===== src/rtl/rbp_pkg.sv =====
`timescale 1ns / 1ps
`default_nettype none
// ----------------------------------------------------------------------------
// rbp_pkg
// Shared types, codes and sizes of the reference-counted block pool.
// ----------------------------------------------------------------------------
package rbp_pkg;

    localparam int NUM_BLOCKS = 16;
    localparam int COUNT_BITS = 8;

    // Index into the count store and width of a value that can hold NUM_BLOCKS.
    localparam int IDX_W = (NUM_BLOCKS > 1) ? $clog2(NUM_BLOCKS) : 1;
    localparam int CNT_W = $clog2(NUM_BLOCKS + 1);
    // Width used for pool size compares; covers the 5-bit register as well.
    localparam int SZ_W  = (CNT_W > 5) ? CNT_W : 5;

    // Configuration registers.
    localparam int                CFG_IDX_W         = 2;
    localparam int                CFG_DATA_W        = 5;
    localparam logic [CFG_IDX_W-1:0] CFG_ACTIVE_BLOCKS = 2'd0;
    localparam logic [CFG_IDX_W-1:0] CFG_POOL_CLOSED   = 2'd1;
    localparam logic [4:0]        ACTIVE_RESET      = 5'd16;

    // Request functions.
    localparam logic [1:0] FUNC_ACQUIRE = 2'd0;
    localparam logic [1:0] FUNC_RETAIN  = 2'd1;
    localparam logic [1:0] FUNC_RELEASE = 2'd2;

    // Response status codes.
    localparam logic [2:0] ST_OK        = 3'd0;
    localparam logic [2:0] ST_NONE_FREE = 3'd1;
    localparam logic [2:0] ST_CLOSED    = 3'd2;
    localparam logic [2:0] ST_RANGE     = 3'd3;
    localparam logic [2:0] ST_SATURATED = 3'd4;

    // Shared unit operations.
    localparam logic ALU_INC = 1'b0;
    localparam logic ALU_DEC = 1'b1;

    typedef logic [COUNT_BITS-1:0] count_t;

    typedef struct packed {
        logic [1:0] func;
        logic [3:0] block_index;
    } in_req_t;

    typedef struct packed {
        logic [2:0] status;
        logic [3:0] granted_index;
        logic [7:0] count_after;
        logic       became_free;
    } out_rsp_t;

    typedef struct packed {
        logic             wr_en;
        logic [IDX_W-1:0] wr_addr;
        count_t           wr_data;
        logic [IDX_W-1:0] rd_addr;
    } store_req_t;

    typedef struct packed {
        count_t result;
        logic   is_zero;
        logic   is_max;
        logic   res_zero;
    } alu_rsp_t;

    // Low 8 bits of a count, zero-extended when the count is narrower.
    function automatic logic [7:0] count_to_field(input count_t c);
        logic [COUNT_BITS+7:0] w;
        w = {8'd0, c};
        return w[7:0];
    endfunction

endpackage : rbp_pkg
`default_nettype wire


===== src/rtl/refcounted_block_pool_top.sv =====
`timescale 1ns / 1ps
`default_nettype none
// ----------------------------------------------------------------------------
// refcounted_block_pool_top
// Reference-counted pool of fixed blocks with acquire, retain and release.
// ----------------------------------------------------------------------------
// Usage:
// A request enters on in_valid/in_stall with in_data (func, block_index) and
// is taken at an edge where in_valid is high and in_stall is low. Every
// request produces exactly one response on out_valid/out_stall with out_data
// (status, granted_index, count_after, became_free).
// A retain or release passes through the execute and response states, and a
// rejected request goes straight to the response state. An acquire scans
// the count store one block per cycle through the single shared count unit,
// lowest index first, and stops at the first free block or after the last
// active block.
// The block works on one request at a time: in_stall stays high from the
// accept until the response has moved into the output register, so it
// takes no new request before it is through with the last.
// A stalled response holds in the output register; the next request may be
// accepted meanwhile, but its own response waits for the register to drain.
// Reset clears all reference counts at once (they sit in flip-flops), sets
// active_blocks to 16 and opens the pool. Configuration writes on
// cfg_write_en/cfg_index/cfg_data take effect at the next edge.
// ----------------------------------------------------------------------------
module refcounted_block_pool_top (
    input  wire logic                              clk,
    input  wire logic                              rst_n,
    input  wire logic                              cfg_write_en,
    input  wire logic [rbp_pkg::CFG_IDX_W-1:0]     cfg_index,
    input  wire logic [rbp_pkg::CFG_DATA_W-1:0]    cfg_data,
    input  wire logic                              in_valid,
    output logic                                   in_stall,
    input  wire rbp_pkg::in_req_t                  in_data,
    output logic                                   out_valid,
    input  wire logic                              out_stall,
    output rbp_pkg::out_rsp_t                      out_data
);
    import rbp_pkg::*;

    // Configuration registers.
    logic [4:0]      active_blocks_reg;
    logic            pool_closed_reg;
    logic [SZ_W-1:0] active_ext;
    logic [SZ_W-1:0] pool_size;

    // Output register.
    logic     out_valid_reg;
    out_rsp_t out_data_reg;
    logic     out_free;

    // Internal connections.
    logic       busy;
    logic       req_accept;
    logic       alu_op;
    count_t     rd_data;
    alu_rsp_t   alu_rsp;
    store_req_t store_req;
    logic       rsp_push;
    out_rsp_t   rsp;

    always_ff @(posedge clk or negedge rst_n)
    begin
        if (!rst_n)
        begin
            active_blocks_reg <= ACTIVE_RESET;
            pool_closed_reg   <= 1'b0;
        end
        else if (cfg_write_en)
        begin
            case (cfg_index)
                CFG_ACTIVE_BLOCKS: active_blocks_reg <= cfg_data[4:0];
                CFG_POOL_CLOSED:   pool_closed_reg   <= cfg_data[0];
                default:           ;
            endcase
        end
    end

    // The pool never reaches past the blocks that are built.
    assign active_ext = SZ_W'(active_blocks_reg);
    assign pool_size  = (active_ext < SZ_W'(NUM_BLOCKS)) ? active_ext : SZ_W'(NUM_BLOCKS);

    // The output register is free when empty or when its response leaves now.
    assign out_free   = !out_valid_reg || !out_stall;
    assign in_stall   = busy;
    assign req_accept = in_valid && !busy;

    always_ff @(posedge clk or negedge rst_n)
    begin
        if (!rst_n)
        begin
            out_valid_reg <= 1'b0;
        end
        else if (rsp_push)
        begin
            out_valid_reg <= 1'b1;
        end
        else if (!out_stall)
        begin
            out_valid_reg <= 1'b0;
        end
    end

    always_ff @(posedge clk)
    begin
        if (rsp_push)
        begin
            out_data_reg <= rsp;
        end
    end

    assign out_valid = out_valid_reg;
    assign out_data  = out_data_reg;

    rbp_store u_store (
        .clk     (clk),
        .rst_n   (rst_n),
        .req     (store_req),
        .rd_data (rd_data)
    );

    rbp_alu u_alu (
        .op    (alu_op),
        .count (rd_data),
        .rsp   (alu_rsp)
    );

    rbp_ctrl u_ctrl (
        .clk         (clk),
        .rst_n       (rst_n),
        .req_accept  (req_accept),
        .req         (in_data),
        .pool_size   (pool_size),
        .pool_closed (pool_closed_reg),
        .alu_rsp     (alu_rsp),
        .out_free    (out_free),
        .busy        (busy),
        .alu_op      (alu_op),
        .store_req   (store_req),
        .rsp_push    (rsp_push),
        .rsp         (rsp)
    );

endmodule : refcounted_block_pool_top
`default_nettype wire


===== src/rtl/rbp_store.sv =====
`timescale 1ns / 1ps
`default_nettype none
// ----------------------------------------------------------------------------
// rbp_store
// Reference count array: one read address, one write address per cycle.
// ----------------------------------------------------------------------------
module rbp_store (
    input  wire logic               clk,
    input  wire logic               rst_n,
    input  wire rbp_pkg::store_req_t req,
    output rbp_pkg::count_t         rd_data
);
    import rbp_pkg::*;

    count_t count_reg [NUM_BLOCKS];

    always_ff @(posedge clk or negedge rst_n)
    begin
        if (!rst_n)
        begin
            for (int i = 0; i < NUM_BLOCKS; i++)
            begin
                count_reg[i] <= '0;
            end
        end
        else if (req.wr_en)
        begin
            count_reg[req.wr_addr] <= req.wr_data;
        end
    end

    assign rd_data = count_reg[req.rd_addr];

endmodule : rbp_store
`default_nettype wire


===== src/rtl/rbp_alu.sv =====
`timescale 1ns / 1ps
`default_nettype none
// ----------------------------------------------------------------------------
// rbp_alu
// Shared count unit: saturating increment or clamped decrement with flags.
// ----------------------------------------------------------------------------
module rbp_alu (
    input  wire logic            op,
    input  wire rbp_pkg::count_t count,
    output rbp_pkg::alu_rsp_t    rsp
);
    import rbp_pkg::*;

    logic   is_zero;
    logic   is_max;
    count_t result;

    assign is_zero = (count == '0);
    assign is_max  = (count == '1);

    always_comb
    begin
        case (op)
            ALU_INC: result = is_max ? count : count + 1'b1;
            ALU_DEC: result = is_zero ? count : count - 1'b1;
            default: result = count;
        endcase
    end

    assign rsp.result   = result;
    assign rsp.is_zero  = is_zero;
    assign rsp.is_max   = is_max;
    assign rsp.res_zero = (result == '0);

endmodule : rbp_alu
`default_nettype wire


===== src/rtl/rbp_ctrl.sv =====
`timescale 1ns / 1ps
`default_nettype none
// ----------------------------------------------------------------------------
// rbp_ctrl
// Sequencer: decodes a request, scans or updates the count store through the
// shared unit, and holds the response until the output register takes it.
// ----------------------------------------------------------------------------
module rbp_ctrl (
    input  wire logic                     clk,
    input  wire logic                     rst_n,
    input  wire logic                     req_accept,
    input  wire rbp_pkg::in_req_t         req,
    input  wire logic [rbp_pkg::SZ_W-1:0] pool_size,
    input  wire logic                     pool_closed,
    input  wire rbp_pkg::alu_rsp_t        alu_rsp,
    input  wire logic                     out_free,
    output logic                          busy,
    output logic                          alu_op,
    output rbp_pkg::store_req_t           store_req,
    output logic                          rsp_push,
    output rbp_pkg::out_rsp_t             rsp
);
    import rbp_pkg::*;

    typedef enum logic [1:0] {
        S_IDLE,
        S_SCAN,
        S_EXEC,
        S_RESP
    } state_t;

    state_t          state_reg;
    logic [1:0]      func_reg;
    logic [3:0]      idx_reg;
    logic [SZ_W-1:0] scan_reg;
    out_rsp_t        rsp_reg;

    logic [SZ_W-1:0] idx_ext;
    logic [SZ_W-1:0] req_idx_ext;
    logic [SZ_W-1:0] scan_next;
    out_rsp_t        start_rsp;
    state_t          start_state;

    assign idx_ext     = SZ_W'(idx_reg);
    assign req_idx_ext = SZ_W'(req.block_index);
    assign scan_next   = scan_reg + 1'b1;

    assign busy     = (state_reg != S_IDLE);
    assign rsp_push = (state_reg == S_RESP) && out_free;
    assign rsp      = rsp_reg;
    assign alu_op   = (state_reg == S_EXEC && func_reg == FUNC_RELEASE) ? ALU_DEC : ALU_INC;

    // Decode of a new request: requests that are rejected at once get their
    // whole response here and go straight to the response state.
    always_comb
    begin
        start_rsp   = '0;
        start_state = S_EXEC;
        if (req.func == FUNC_ACQUIRE)
        begin
            if (pool_closed)
            begin
                start_rsp.status = ST_CLOSED;
                start_state      = S_RESP;
            end
            else if (pool_size == '0)
            begin
                start_rsp.status = ST_NONE_FREE;
                start_state      = S_RESP;
            end
            else
            begin
                start_state = S_SCAN;
            end
        end
        else if ((req.func != FUNC_RETAIN && req.func != FUNC_RELEASE)
                 || req_idx_ext >= pool_size)
        begin
            start_rsp.status        = ST_RANGE;
            start_rsp.granted_index = req.block_index;
            start_state             = S_RESP;
        end
    end

    always_comb
    begin
        store_req.rd_addr = (state_reg == S_SCAN) ? scan_reg[IDX_W-1:0] : idx_ext[IDX_W-1:0];
        store_req.wr_addr = store_req.rd_addr;
        store_req.wr_data = alu_rsp.result;
        case (state_reg)
            S_SCAN:  store_req.wr_en = alu_rsp.is_zero;
            S_EXEC:  store_req.wr_en = (func_reg == FUNC_RETAIN) ? !alu_rsp.is_max
                                                                 : !alu_rsp.is_zero;
            default: store_req.wr_en = 1'b0;
        endcase
    end

    always_ff @(posedge clk or negedge rst_n)
    begin
        if (!rst_n)
        begin
            state_reg <= S_IDLE;
            func_reg  <= FUNC_ACQUIRE;
            idx_reg   <= '0;
            scan_reg  <= '0;
            rsp_reg   <= '0;
        end
        else
        begin
            case (state_reg)
                S_IDLE:
                begin
                    if (req_accept)
                    begin
                        func_reg  <= req.func;
                        idx_reg   <= req.block_index;
                        scan_reg  <= '0;
                        rsp_reg   <= start_rsp;
                        state_reg <= start_state;
                    end
                end
                S_SCAN:
                begin
                    if (alu_rsp.is_zero)
                    begin
                        rsp_reg.status        <= ST_OK;
                        rsp_reg.granted_index <= scan_reg[3:0];
                        rsp_reg.count_after   <= count_to_field(alu_rsp.result);
                        state_reg             <= S_RESP;
                    end
                    else if (scan_next == pool_size)
                    begin
                        rsp_reg.status <= ST_NONE_FREE;
                        state_reg      <= S_RESP;
                    end
                    else
                    begin
                        scan_reg <= scan_next;
                    end
                end
                S_EXEC:
                begin
                    rsp_reg.granted_index <= idx_reg;
                    rsp_reg.count_after   <= count_to_field(alu_rsp.result);
                    if (func_reg == FUNC_RETAIN)
                    begin
                        rsp_reg.status <= alu_rsp.is_max ? ST_SATURATED : ST_OK;
                    end
                    else
                    begin
                        rsp_reg.status      <= ST_OK;
                        rsp_reg.became_free <= !alu_rsp.is_zero && alu_rsp.res_zero;
                    end
                    state_reg <= S_RESP;
                end
                S_RESP:
                begin
                    if (out_free)
                    begin
                        state_reg <= S_IDLE;
                    end
                end
                default:
                begin
                    state_reg <= S_IDLE;
                end
            endcase
        end
    end

endmodule : rbp_ctrl
`default_nettype wire


===== config.mk =====
export PLATFORM = sky130hd
export DESIGN_NAME = refcounted_block_pool_top
export DESIGN_NICKNAME = d
export VERILOG_FILES = /design/src/rtl/rbp_pkg.sv /design/src/rtl/refcounted_block_pool_top.sv /design/src/rtl/rbp_store.sv /design/src/rtl/rbp_alu.sv /design/src/rtl/rbp_ctrl.sv
export SDC_FILE = /design/constraint.sdc
export NUM_CORES = 1
export LEC_CHECK = 0
export BUFFER_PORTS_ARGS = -buffer_cell sky130_fd_sc_hd__buf_4
export CORE_MARGIN = 4
export CORE_UTILIZATION = 40
export DETAILED_ROUTE_END_ITERATION = 6
export GPL_ROUTABILITY_DRIVEN = 1
export MAX_ROUTING_LAYER = met4
export SYNTH_ARGS = -nofsm -noshare
export SYNTH_HDL_FRONTEND = slang
export SYNTH_SLANG_ARGS = --single-unit
export TNS_END_PERCENT = 5

===== constraint.sdc =====
create_clock -name clk -period 4.9 [get_ports clk]
set_input_delay 0.735 -clock clk [delete_from_list [all_inputs] [get_ports clk]]
set_output_delay 0.735 -clock clk [all_outputs]
set_load 0.03 [all_outputs]

==> results of run 1 <==
==> final cells by class <==
class | instances | area share [%]
clock buffers | 20 | 4.21
clock inverters | 12 | 0.944
inverters | 10 | 0.354
multi-input cells | 528 | 41.9
flip-flops and latches | 180 | 43.2
well taps | 285 | 3.36
repair buffers | 82 | 5.96
==> how the worst max path moves through the flow <==
stage / start / to / slack [ns] / cells after the start
2_1_floorplan: u_ctrl.state_reg[1]$_DFFE_PN0P_ / u_store.count_reg[123]$_DFFE_PN0P_ / 0.005 / 20
3_3_place_gp: u_ctrl.state_reg[1]$_DFFE_PN0P_ / u_store.count_reg[33]$_DFFE_PN0P_ / -0.15 / 16
3_5_place_dp: u_ctrl.state_reg[1]$_DFFE_PN0P_ / u_store.count_reg[37]$_DFFE_PN0P_ / -0.17 / 14
4_1_cts: u_ctrl.state_reg[1]$_DFFE_PN0P_ / u_store.count_reg[5]$_DFFE_PN0P_ / -0.02 / 18
5_1_grt: u_ctrl.state_reg[1]$_DFFE_PN0P_ / u_store.count_reg[18]$_DFFE_PN0P_ / -0.004 / 16
6_report: u_ctrl.state_reg[1]$_DFFE_PN0P_ / u_store.count_reg[15]$_DFFE_PN0P_ / 0.12 / 15
==> kinds of logic (layout without fill, tap and decap cells) <==
family / after synthesis / count (layout) / share of synthesized area (%)
multiplexers: 162 / 162 / 20.2
AO/OA/AOI/OAI: 180 / 180 / 14.4
XOR/XNOR: 10 / 10 / 0.958
buffers and inverters: 55 / 124 / 2.55
adder cells (fa/ha/maj): 13 / 13 / 1.78
AND/OR/NAND/NOR: 163 / 163 / 9.98
flip-flops: 180 / 180 / 50.2
==> worst max-delay path, delay by kind of cell (launching register included) <==
| family | cells | cell delay [ns] |
|---|---|---|
| simple gates | 6 | 1.74 |
| compound gates | 3 | 1.29 |
| buf+inv | 4 | 0.68 |
| flops | 1 | 0.40 |
| fa+ha+maj | 1 | 0.26 |
| mux | 1 | 0.26 |
==> through the flow <==
| step | total power (uW) | hold WS, ns | util (%) | cell area [um2] | cells |
|---|---|---|---|---|---|
| final | 8070 | 0.418 | 47.0 | 10600 | 1117 |
| after global routing | 8510 | 0.459 | 47.0 | 10600 | 1117 |
| after CTS | 7990 | 0.447 | 46.5 | 10500 | 1116 |
| after detailed placement | 6680 | 0.442 | 44.0 | 9930 | 1084 |
| after global placement | 6670 | 0.432 | 44.0 | 9930 | 1084 |
| after floorplan | 4970 | 0.425 | - | 9140 | 763 |
==> repair_timing <==
action | in CTS | in global routing
gates resized for setup | 5 | 19
pin swaps | 1 | 3
buffers inserted | 0 | 1
setup endpoints to repair | 129 | 129
==> where the power goes <==
part	total, uW	switching [uW]	internal (uW)
logic	4450	2750	1710
registers	2340	326	2020
clock network	1280	607	672
total	8070	3680	4400
==> metal layers <==
layer	wire (um)	track usage, %	vias to the layer above
li1	-	-	2963
met1	11100	27.0	3157
met2	10500	27.7	178
met3	1210	3.81	37
met4	489	5.52	0
met5	0	-	-
==> synth_stat cells (all sizes together), types with 14 or more instances <==
| cell type | n | share of area (%) |
|---|---|---|
| a22o | 14 | 1.3 |
| mux2 | 139 | 17 |
| nand2 | 35 | 1.4 |
| clkbuf | 30 | 1.2 |
| o21ai | 45 | 2.5 |
| edfxtp | 16 | 5.3 |
| dfrtp | 163 | 45 |
| mux2i | 19 | 2.1 |
| buf | 15 | 0.90 |
| nor2 | 43 | 2.3 |
| a21oi | 40 | 2.2 |
==> run metrics, run 1 <==
Clk pin slew, worst setup/hold paths 0.07 ns; CP cell instances inv_1 > ha_4 > buf_4 > or3b_1 > a21oi_1 > o41ai_1 > and4_1 > buf_4 > nand3_1 > nor3_1 > nor2_1 > o311ai_4 > nor2_4 > buf_12 > mux2_2; crit end category flip-flop; Mapped Area 9140 um2; Layout Nets 850; post-synthesis sequential area ratio 50.2%; clock buffers created by TritonCTS 17; number of enable flip-flop cells after synthesis 16; critical path start-end classification reg2reg; first-pass GRT wire length 37000 um; DRT antenna net count 0; crit path launch type flip-flop; cells after synthesis 763; fmax 0.209 GHz; Final Skew 0.0176 ns; RR Startpoint u_ctrl.state_reg[1]$_DFFE_PN0P_; CTS tree yes; CP dominant cell by count buf_4; Period minus WS final 4.78 ns; # setup viols final 0; pre-CTS setup slack -0.165 ns; area of the multi-input gates 4450 um2; Worst R2R End u_store.count_reg[15]$_DFFE_PN0P_; most frequent cells in the layout dfrtp_1, mux2_2, buf_4; Post-DP HPWL 16300 um; Max-cap violations 0; Final period util 97.6%; hold-fix buffers at CTS 0; r2r setup slk 0.12 ns; clk root buf clkbuf_16; input/output buffers 35; fin. max-slew vios 0; DRC 0; setup TNS 0 ns; Vias 6335; Seq cells post-synth 180; Die Y 159 um; Reg area 4590 um2; largest net degree at the start of global routing 109; outcome completed; Synth Flop Type dfrtp_1; max reg flops 128; yosys warns 0; initial core utilization 40.5%; drt total wl 23300 um; worst setup margin 0.116 ns; R2R cell count 15; Critical-path top delay cell o311ai_4; top fanout value on the critical path 12; GP Congestion 0.957; Syn Nets 794; vias in the first global route 6295; syn_area_per_cell 12.0 um2; commonest non-fill, non-tap cell in the layout dfrtp_1; fraction of registers with async set/reset 91.1%; leakage 0.00470 uW; CTS sink count 180; Cell variety after synth 69; vias per cell 5.67; initial DRC count 380; largest vdd supply drop 510 uV; drt pass-1 iters 5; wire per inst 20.9 um; H-tree level count 4; Worst Max-Slew Pin Slew 1.03 ns; worst min path class in2async; Req. time, crit path 5.22 ns; GRT overflow 0; CTS Buffer Depth 2; Core ar. 22600 um2; I/O pins 36; GRT Util Overall 19.0%; Hold Fails Final Rpt 0; row cnt 55; Area Overhead vs Synth 16.0%; Die ar. 25300 um2; P per Cell Area 761 nW/um2; crit path DAT 5.10 ns; worst-skew pair later-pin latency 0.44 ns; initial antenna violation count 0; layout cell share with drive strength beyond 1 36.7%; die extent in x 159 um; Slew HR 31.0%; final-layout fill cell count 2042; slowest cell delay on critical path 0.61 ns; Ant. Diodes 0
(Power assumes the default switching activity.)
==> inputs of run 2 (changes only) <==
Settings changed: ABC_AREA set to 1.
==> run 2 against run 1 <==
Compared with the run above:
- sequential cell count unchanged
- cell count grew 46%
- register-to-register slack better by 0.47 ns
- synthesized cell count up 66%
- clock-buffer cell count grew 1
- critical path depth increased by 5
- via count rose by 26%
- maximum frequency grew 11%
- die area rose by 5.2%
==> run metrics, run 2 <==
most common cell in the synthesized netlist nand2_1 (was dfrtp_1); clock buffers created by TritonCTS 17 (unchanged); worst-skew pair later-pin latency 0.43 ns (was 0.44 ns); initial core utilization 40.8% (was 40.5%); Worst R2R End u_ctrl.rsp[3]$_DFFE_PN0P_ (was u_store.count_reg[15]$_DFFE_PN0P_); # setup viols final 0 (unchanged); Max-cap violations 0 (unchanged); critical path start-end classification reg2reg (unchanged); Period minus WS final 4.32 ns (was 4.78 ns); Final period util 88.1% (was 97.6%); pre-CTS setup slack 0.525 ns (was -0.165 ns); GRT Util Overall 20.8% (was 19.0%); wire per inst 15.5 um (was 20.9 um); R2R cell count 20 (was 15); vias per cell 4.90 (was 5.67); Post-DP HPWL 17800 um (was 16300 um); CP dominant cell by count nand2_1 (was buf_4); Syn Nets 1299 (was 794); top cell family by delay on the critical path simple AND/OR/NAND/NOR gates (unchanged); crit end category flip-flop (unchanged); Post-Synth Adder-Cell Area 1.69% (was 1.78%); Die ar. 26600 um2 (was 25300 um2); drt pass-1 iters 5 (unchanged); Die Y 163 um (was 159 um); row cnt 56 (was 55); worst min path class in2async (unchanged); CTS Buffer Depth 2 (unchanged); cells after synthesis 1268 (was 763); CTS tree yes (unchanged); drt total wl 25300 um (was 23300 um); vias in the first global route 7797 (was 6295); commonest non-fill, non-tap cell in the layout nand2_1 (was dfrtp_1); Critical-path top delay cell dfrtp_1 (was o311ai_4); H-tree level count 4 (unchanged); first-pass GRT wire length 42500 um (was 37000 um); fmax 0.232 GHz (was 0.209 GHz); Seq cells post-synth 180 (unchanged); syn_area_per_cell 7.60 um2 (was 12.0 um2); Final Skew 0.0110 ns (was 0.0176 ns); top post-synthesis cells by area dfrtp_1, nand2_1, o21ai_0, inv_1, edfxtp_1 (was dfrtp_1, mux2_2, edfxtp_1, o21ai_0, a21oi_1); GP Congestion 0.940 (was 0.957); Ant. Diodes 0 (unchanged); RR Startpoint u_ctrl.state_reg[1]$_DFFE_PN0P_ (unchanged); Synth Flop Type dfrtp_1 (unchanged); CTS sink count 180 (unchanged); number of enable flip-flop cells after synthesis 16 (unchanged); r2r setup slk 0.58 ns (was 0.12 ns); Post-synth top cells nand2_1, dfrtp_1, o21ai_0 (was dfrtp_1, mux2_2, o21ai_0); setup TNS 0 ns (unchanged); RSZ-0062 raised after global routing no; Clk pin slew, worst setup/hold paths 0.07 ns (about the same); outcome completed (unchanged); Compound-Gate Fraction of Synth Area 10.7% (was 14.4%); largest family of logic cells by synthesized area simple AND/OR/NAND/NOR gates (was multiplexers); I/O pins 36 (unchanged); clk root buf clkbuf_16 (unchanged); fin. max-slew vios 0 (unchanged); xor and xnor area share after synthesis 0.818% (was 0.958%); CP cell instances inv_1 > ha_1 > buf_4 > nand2_1 > o21ai_4 > nand2_1 > o21ai_0 > nor2_1 > nand2_1 > o21ai_0 > nor2_1 > ha_1 > nand2_1 > nor2_2 > nand2_2 > nand2_1 > inv_1 > nor3_4 > o211ai_1 > o21ai_0 (was inv_1 > ha_4 > buf_4 > or3b_1 > a21oi_1 > o41ai_1 > and4_1 > buf_4 > nand3_1 > nor3_1 > nor2_1 > o311ai_4 > nor2_4 > buf_12 > mux2_2); post-CTS setup buffer count 0 (unchanged); Bufs and invs on worst path 3 (was 4); max reg flops 128 (unchanged); post-synthesis sequential area ratio 47.6% (was 50.2%); Core ar. 23600 um2 (was 22600 um2); leading area contributor after synthesis dfrtp_1 (unchanged); crit path launch type flip-flop (unchanged); Vias 7995 (was 6335); GRT overflow 0 (unchanged); Final Cell Area 10800 um2 (was 10600 um2); DRT antenna net count 0 (unchanged); crit path DAT 4.65 ns (was 5.10 ns); most frequent cells in the layout nand2_1, dfrtp_1, o21ai_0 (was dfrtp_1, mux2_2, buf_4); Mapped Area 9640 um2 (was 9140 um2); Area Overhead vs Synth 11.9% (was 16.0%); worst setup margin 0.584 ns (was 0.116 ns); share of the synthesized area in the top cell type 42.3% (was 44.6%); die extent in x 163 um (was 159 um); slowest cell delay on critical path 0.40 ns (was 0.61 ns); Cell variety after synth 40 (was 69); fraction of registers with async set/reset 91.1% (unchanged); DRC 0 (unchanged); input/output buffers 35 (unchanged); Worst Max-Slew Pin Slew 0.830 ns (was 1.03 ns); yosys warns 0 (unchanged); Area after DPL 10200 um2 (was 9930 um2); multiplexer share of the synthesized area 0.350% (was 20.2%); Slew HR 44.7% (was 31.0%); top fanout value on the critical path 13 (was 12); initial antenna violation count 0 (unchanged); simple-gate portion of the synthesized area 30.2% (was 9.98%); Req. time, crit path 5.24 ns (was 5.22 ns); final-layout fill cell count 2388 (was 2042); Hold Fails Final Rpt 0 (unchanged); layout cell share with drive strength beyond 1 10.2% (was 36.7%); initial DRC count 595 (was 380); largest net degree at the start of global routing 85 (was 109); Layout Nets 1331 (was 850)
## run 2: cell count changes after synthesis, moves of 33 or more
cell	change
nor2_1	+39
nand2_1	+474
mux2_2	-130
inv_1	+126
a21oi_1	-33
nand3_1	+47
o21ai_0	+102
## run 2: worst max path at each step
stage                                          startpoint                            endpoint  depth (start not counted)
after global placement    u_ctrl.state_reg[1]$_DFFE_PN0P_   u_store.count_reg[78]$_DFFE_PN0P_                         22
after CTS                 u_ctrl.state_reg[1]$_DFFE_PN0P_   u_store.count_reg[79]$_DFFE_PN0P_                         22
after global routing      u_ctrl.state_reg[1]$_DFFE_PN0P_  u_store.count_reg[107]$_DFFE_PN0P_                         20
final                     u_ctrl.state_reg[1]$_DFFE_PN0P_           u_ctrl.rsp[3]$_DFFE_PN0P_                         20
after floorplan           u_ctrl.state_reg[1]$_DFFE_PN0P_  u_store.count_reg[122]$_DFFE_PN0P_                         23
after detailed placement  u_ctrl.state_reg[1]$_DFFE_PN0P_   u_store.count_reg[79]$_DFFE_PN0P_                         22
## run 2: kinds of logic after synthesis
| logic type | after synthesis |
|---|---|
| adder cells (fa/ha/maj) | 13 |
| AND/OR/NAND/NOR | 681 |
| AO/OA/AOI/OAI | 196 |
| flip-flops | 180 |
| buffers and inverters | 186 |
| multiplexers | 3 |
| XOR/XNOR | 9 |
## run 2: repair_timing
action | in CTS | in global routing
resized for setup | 0 | 1
hold buffers | 0 | 0
setup endpoints to repair | 0 | 8
## run 2: metal layers
metal	vias to the layer above	part of all wire, %	global-route usage (%)
met5	-	0	-
met4	0	1.2	4.96
met3	24	4.1	2.73
met2	171	46	32.3
met1	3751	49	29.3
li1	4049	-	-
## run 2: final cells by class
| cell class | instances | area [um2] | area share (%) |
|---|---|---|---|
| inverter | 138 | 518 | 4.80 |
| multi-input combinational | 902 | 4220 | 39.1 |
| sequential | 180 | 4590 | 42.5 |
| clock inverter | 11 | 116 | 1.08 |
| clock buffer | 21 | 460 | 4.27 |
| tap | 319 | 399 | 3.70 |
| timing repair buffer | 61 | 487 | 4.51 |
## run 2: stage by stage
step           cells  hold WS [ns]  util, %
2_1_floorplan   1268         0.419        -
3_3_place_gp    1600         0.433     43.2
3_5_place_dp    1600         0.435     43.2
4_1_cts         1632         0.378     45.7
5_1_grt         1632         0.422     45.7
6_report        1632         0.329     45.7
Power of run 2 is not shown: default switching activity piles up to over one toggle a cycle in this logic, so the estimate is an artifact.
==> inputs of run 3 (changes only) <==
Settings changed: GPL_TIMING_DRIVEN set to 0.
Clock period 4.9 ns to 4.6 ns, I/O delays scaled along.
==> run 3 against run 2 <==
Compared with the run above:
- via count is 3.1% higher
- sequential share of layout area down 1.2 points
- first-iteration DRC count is 15% higher
- cell count grew 1.7%
- core utilization increased by 1.3 points
- global-route usage increased by 1.5 points
- non-clock buffer count grew 27
- wire length grew 9.5%
- cell area up 2.8%
- critical path type unchanged
==> run metrics, run 3 (synthesis gave the netlist of run 2 again) <==
DRT antenna net count 0 (unchanged); initial antenna violation count 0 (unchanged); clk root buf clkbuf_16 (unchanged); pre-CTS setup slack -0.405 ns (was 0.525 ns); H-tree level count 4 (unchanged); critical path start-end classification reg2reg (unchanged); CTS sink count 180 (unchanged); vias per cell 4.97 (was 4.90); Final Skew 0.0173 ns (was 0.0110 ns); drt total wl 27700 um (was 25300 um); top cell family by delay on the critical path simple AND/OR/NAND/NOR gates (unchanged); Slew HR 42.2% (was 44.7%); layout cell share with drive strength beyond 1 13.0% (was 10.2%); crit path DAT 4.55 ns (was 4.65 ns); first-pass GRT wire length 44200 um (was 42500 um); Req. time, crit path 4.90 ns (was 5.24 ns); Ant. Diodes 0 (unchanged); GRT overflow 0 (unchanged); Die Y 163 um (unchanged); CP cell instances inv_1 > ha_1 > buf_6 > nand2_1 > nand2_2 > nor2_2 > inv_1 > o22ai_1 > o21ai_0 > nor2_4 > ha_1 > nand2_1 > nor2_2 > nand2_2 > o21ai_1 > o21ai_4 > buf_12 > nand3_1 > buf_2 > o21ai_0 (was inv_1 > ha_1 > buf_4 > nand2_1 > o21ai_4 > nand2_1 > o21ai_0 > nor2_1 > nand2_1 > o21ai_0 > nor2_1 > ha_1 > nand2_1 > nor2_2 > nand2_2 > nand2_1 > inv_1 > nor3_4 > o211ai_1 > o21ai_0); die extent in x 163 um (unchanged); # setup viols final 0 (unchanged); RSZ-0062 raised after global routing no (unchanged); fmax 0.235 GHz (was 0.232 GHz); row cnt 56 (unchanged); Critical-path top delay cell nor2_2 (was dfrtp_1); initial DRC count 684 (was 595); largest net degree at the start of global routing 117 (was 85); top fanout value on the critical path 10 (was 13); Final Util 47.0% (was 45.7%); Final period util 92.4% (was 88.1%); Post-DP HPWL 19500 um (was 17800 um); initial core utilization 40.8% (unchanged); DRC 0 (unchanged); worst setup margin 0.351 ns (was 0.584 ns); Vias 8240 (was 7995); wire per inst 16.7 um (was 15.5 um); Period minus WS final 4.25 ns (was 4.32 ns); most frequent cells in the layout nand2_1, dfrtp_1, o21ai_0 (unchanged); I/O pins 36 (unchanged); slowest cell delay on critical path 0.40 ns (about the same); Hold Fails Final Rpt 0 (unchanged); CTS tree yes (unchanged); commonest non-fill, non-tap cell in the layout nand2_1 (unchanged); outcome completed (unchanged); Area Overhead vs Synth 15.1% (was 11.9%); input/output buffers 35 (unchanged); drt pass-1 iters 5 (unchanged); RR Startpoint u_ctrl.state_reg[1]$_DFFE_PN0P_ (unchanged); GP Congestion 0.897 (was 0.940); vias in the first global route 7920 (was 7797); Clk pin slew, worst setup/hold paths 0.08 ns (was 0.07 ns); Worst Max-Slew Pin Slew 0.866 ns (was 0.830 ns); max reg flops 128 (unchanged); Bufs and invs on worst path 5 (was 3); GRT Util Overall 22.3% (was 20.8%); fin. max-slew vios 0 (unchanged); Critical path origin u_ctrl.state_reg[1]$_DFFE_PN0P_ (unchanged); clock buffers created by TritonCTS 17 (unchanged); Layout Nets 1358 (was 1331); worst min path class in2async (unchanged); Die ar. 26600 um2 (unchanged); crit end category flip-flop (unchanged); crit path launch type flip-flop (unchanged); worst-skew pair later-pin latency 0.45 ns (was 0.43 ns); Core ar. 23600 um2 (unchanged); CTS Buffer Depth 2 (unchanged); Max-cap violations 0 (unchanged)
-- run 3: cell types whose count changed in the layout (fill, tap and decap cells not counted), sizes merged --
cell      previous run  this run
buf                 61        75
clkbuf              21        32
inv                143       144
clkinvlp             1         2
-- run 3: worst reg2reg max path, stage by stage, from the launching register on --
cell and delay [ns]:
dfrtp_1 0.38, inv_1 0.09, ha_1 0.20, buf_6 0.15, nand2_1 0.23, nand2_2 0.13, nor2_2 0.40, inv_1 0.27
o22ai_1 0.20, o21ai_0 0.19, nor2_4 0.21, ha_1 0.24, nand2_1 0.08, nor2_2 0.16, nand2_2 0.14, o21ai_1 0.26
o21ai_4 0.10, buf_12 0.15, nand3_1 0.20, buf_2 0.24, o21ai_0 0.10
-- run 3: area by class of cell --
| cell class | count | area [um2] |
|---|---|---|
| clock buffers | 19 | 453 |
| well taps | 319 | 399 |
| flip-flops and latches | 180 | 4590 |
| repair buffers | 40 | 340 |
| plain buffers | 48 | 335 |
| inverters | 138 | 522 |
| clock inverters | 13 | 158 |
| fillers | 2394 | 12500 |
| multi-input cells | 902 | 4300 |
-- run 3: final timing paths --
check                                                     endpoint  slack, ns  depth (start not counted)
min in group clk                            out_data[10]$_DFFE_PP_       0.45                          0
worst max-delay path             u_store.count_reg[98]$_DFFE_PN0P_       0.35                         20
worst min register to register              out_data[10]$_DFFE_PP_       0.45                          0
max in group asynchronous       u_store.count_reg[124]$_DFFE_PN0P_       3.54                          2
worst max register to register   u_store.count_reg[98]$_DFFE_PN0P_       0.35                         20
worst min-delay path                   pool_closed_reg$_DFFE_PN0P_       0.13                          1
-- run 3: repair_timing --
item                                    CTS  global route
endpoints found under the setup margin  137           137
pin swaps                                 0             1
gates resized for setup                  13            21
hold buffers                              0             0
setup buffers                             1             3
hold endpoints to repair                  0             0
-- run 3: routing by layer --
layer,global-route usage [%],routed length [um],up-vias
li1,-,-,4116
met1,30.5,12900,3901
met2,34.5,12700,190
met3,3.53,1620,33
met4,6.18,555,0
met5,-,0,-
-- run 3: through the flow --
step | instances | setup TNS (ns) | area, um2 | hold WS [ns]
floorplan | 1268 | 0 | 9640 | 0.394
global placement | 1622 | -34.27 | 10300 | 0.432
detailed placement | 1623 | -31.12 | 10300 | 0.437
CTS | 1656 | 0 | 11000 | 0.146
global route | 1659 | 0 | 11100 | 0.164
finish | 1659 | 0 | 11100 | 0.131
Power of run 3 is left out for the same reason.
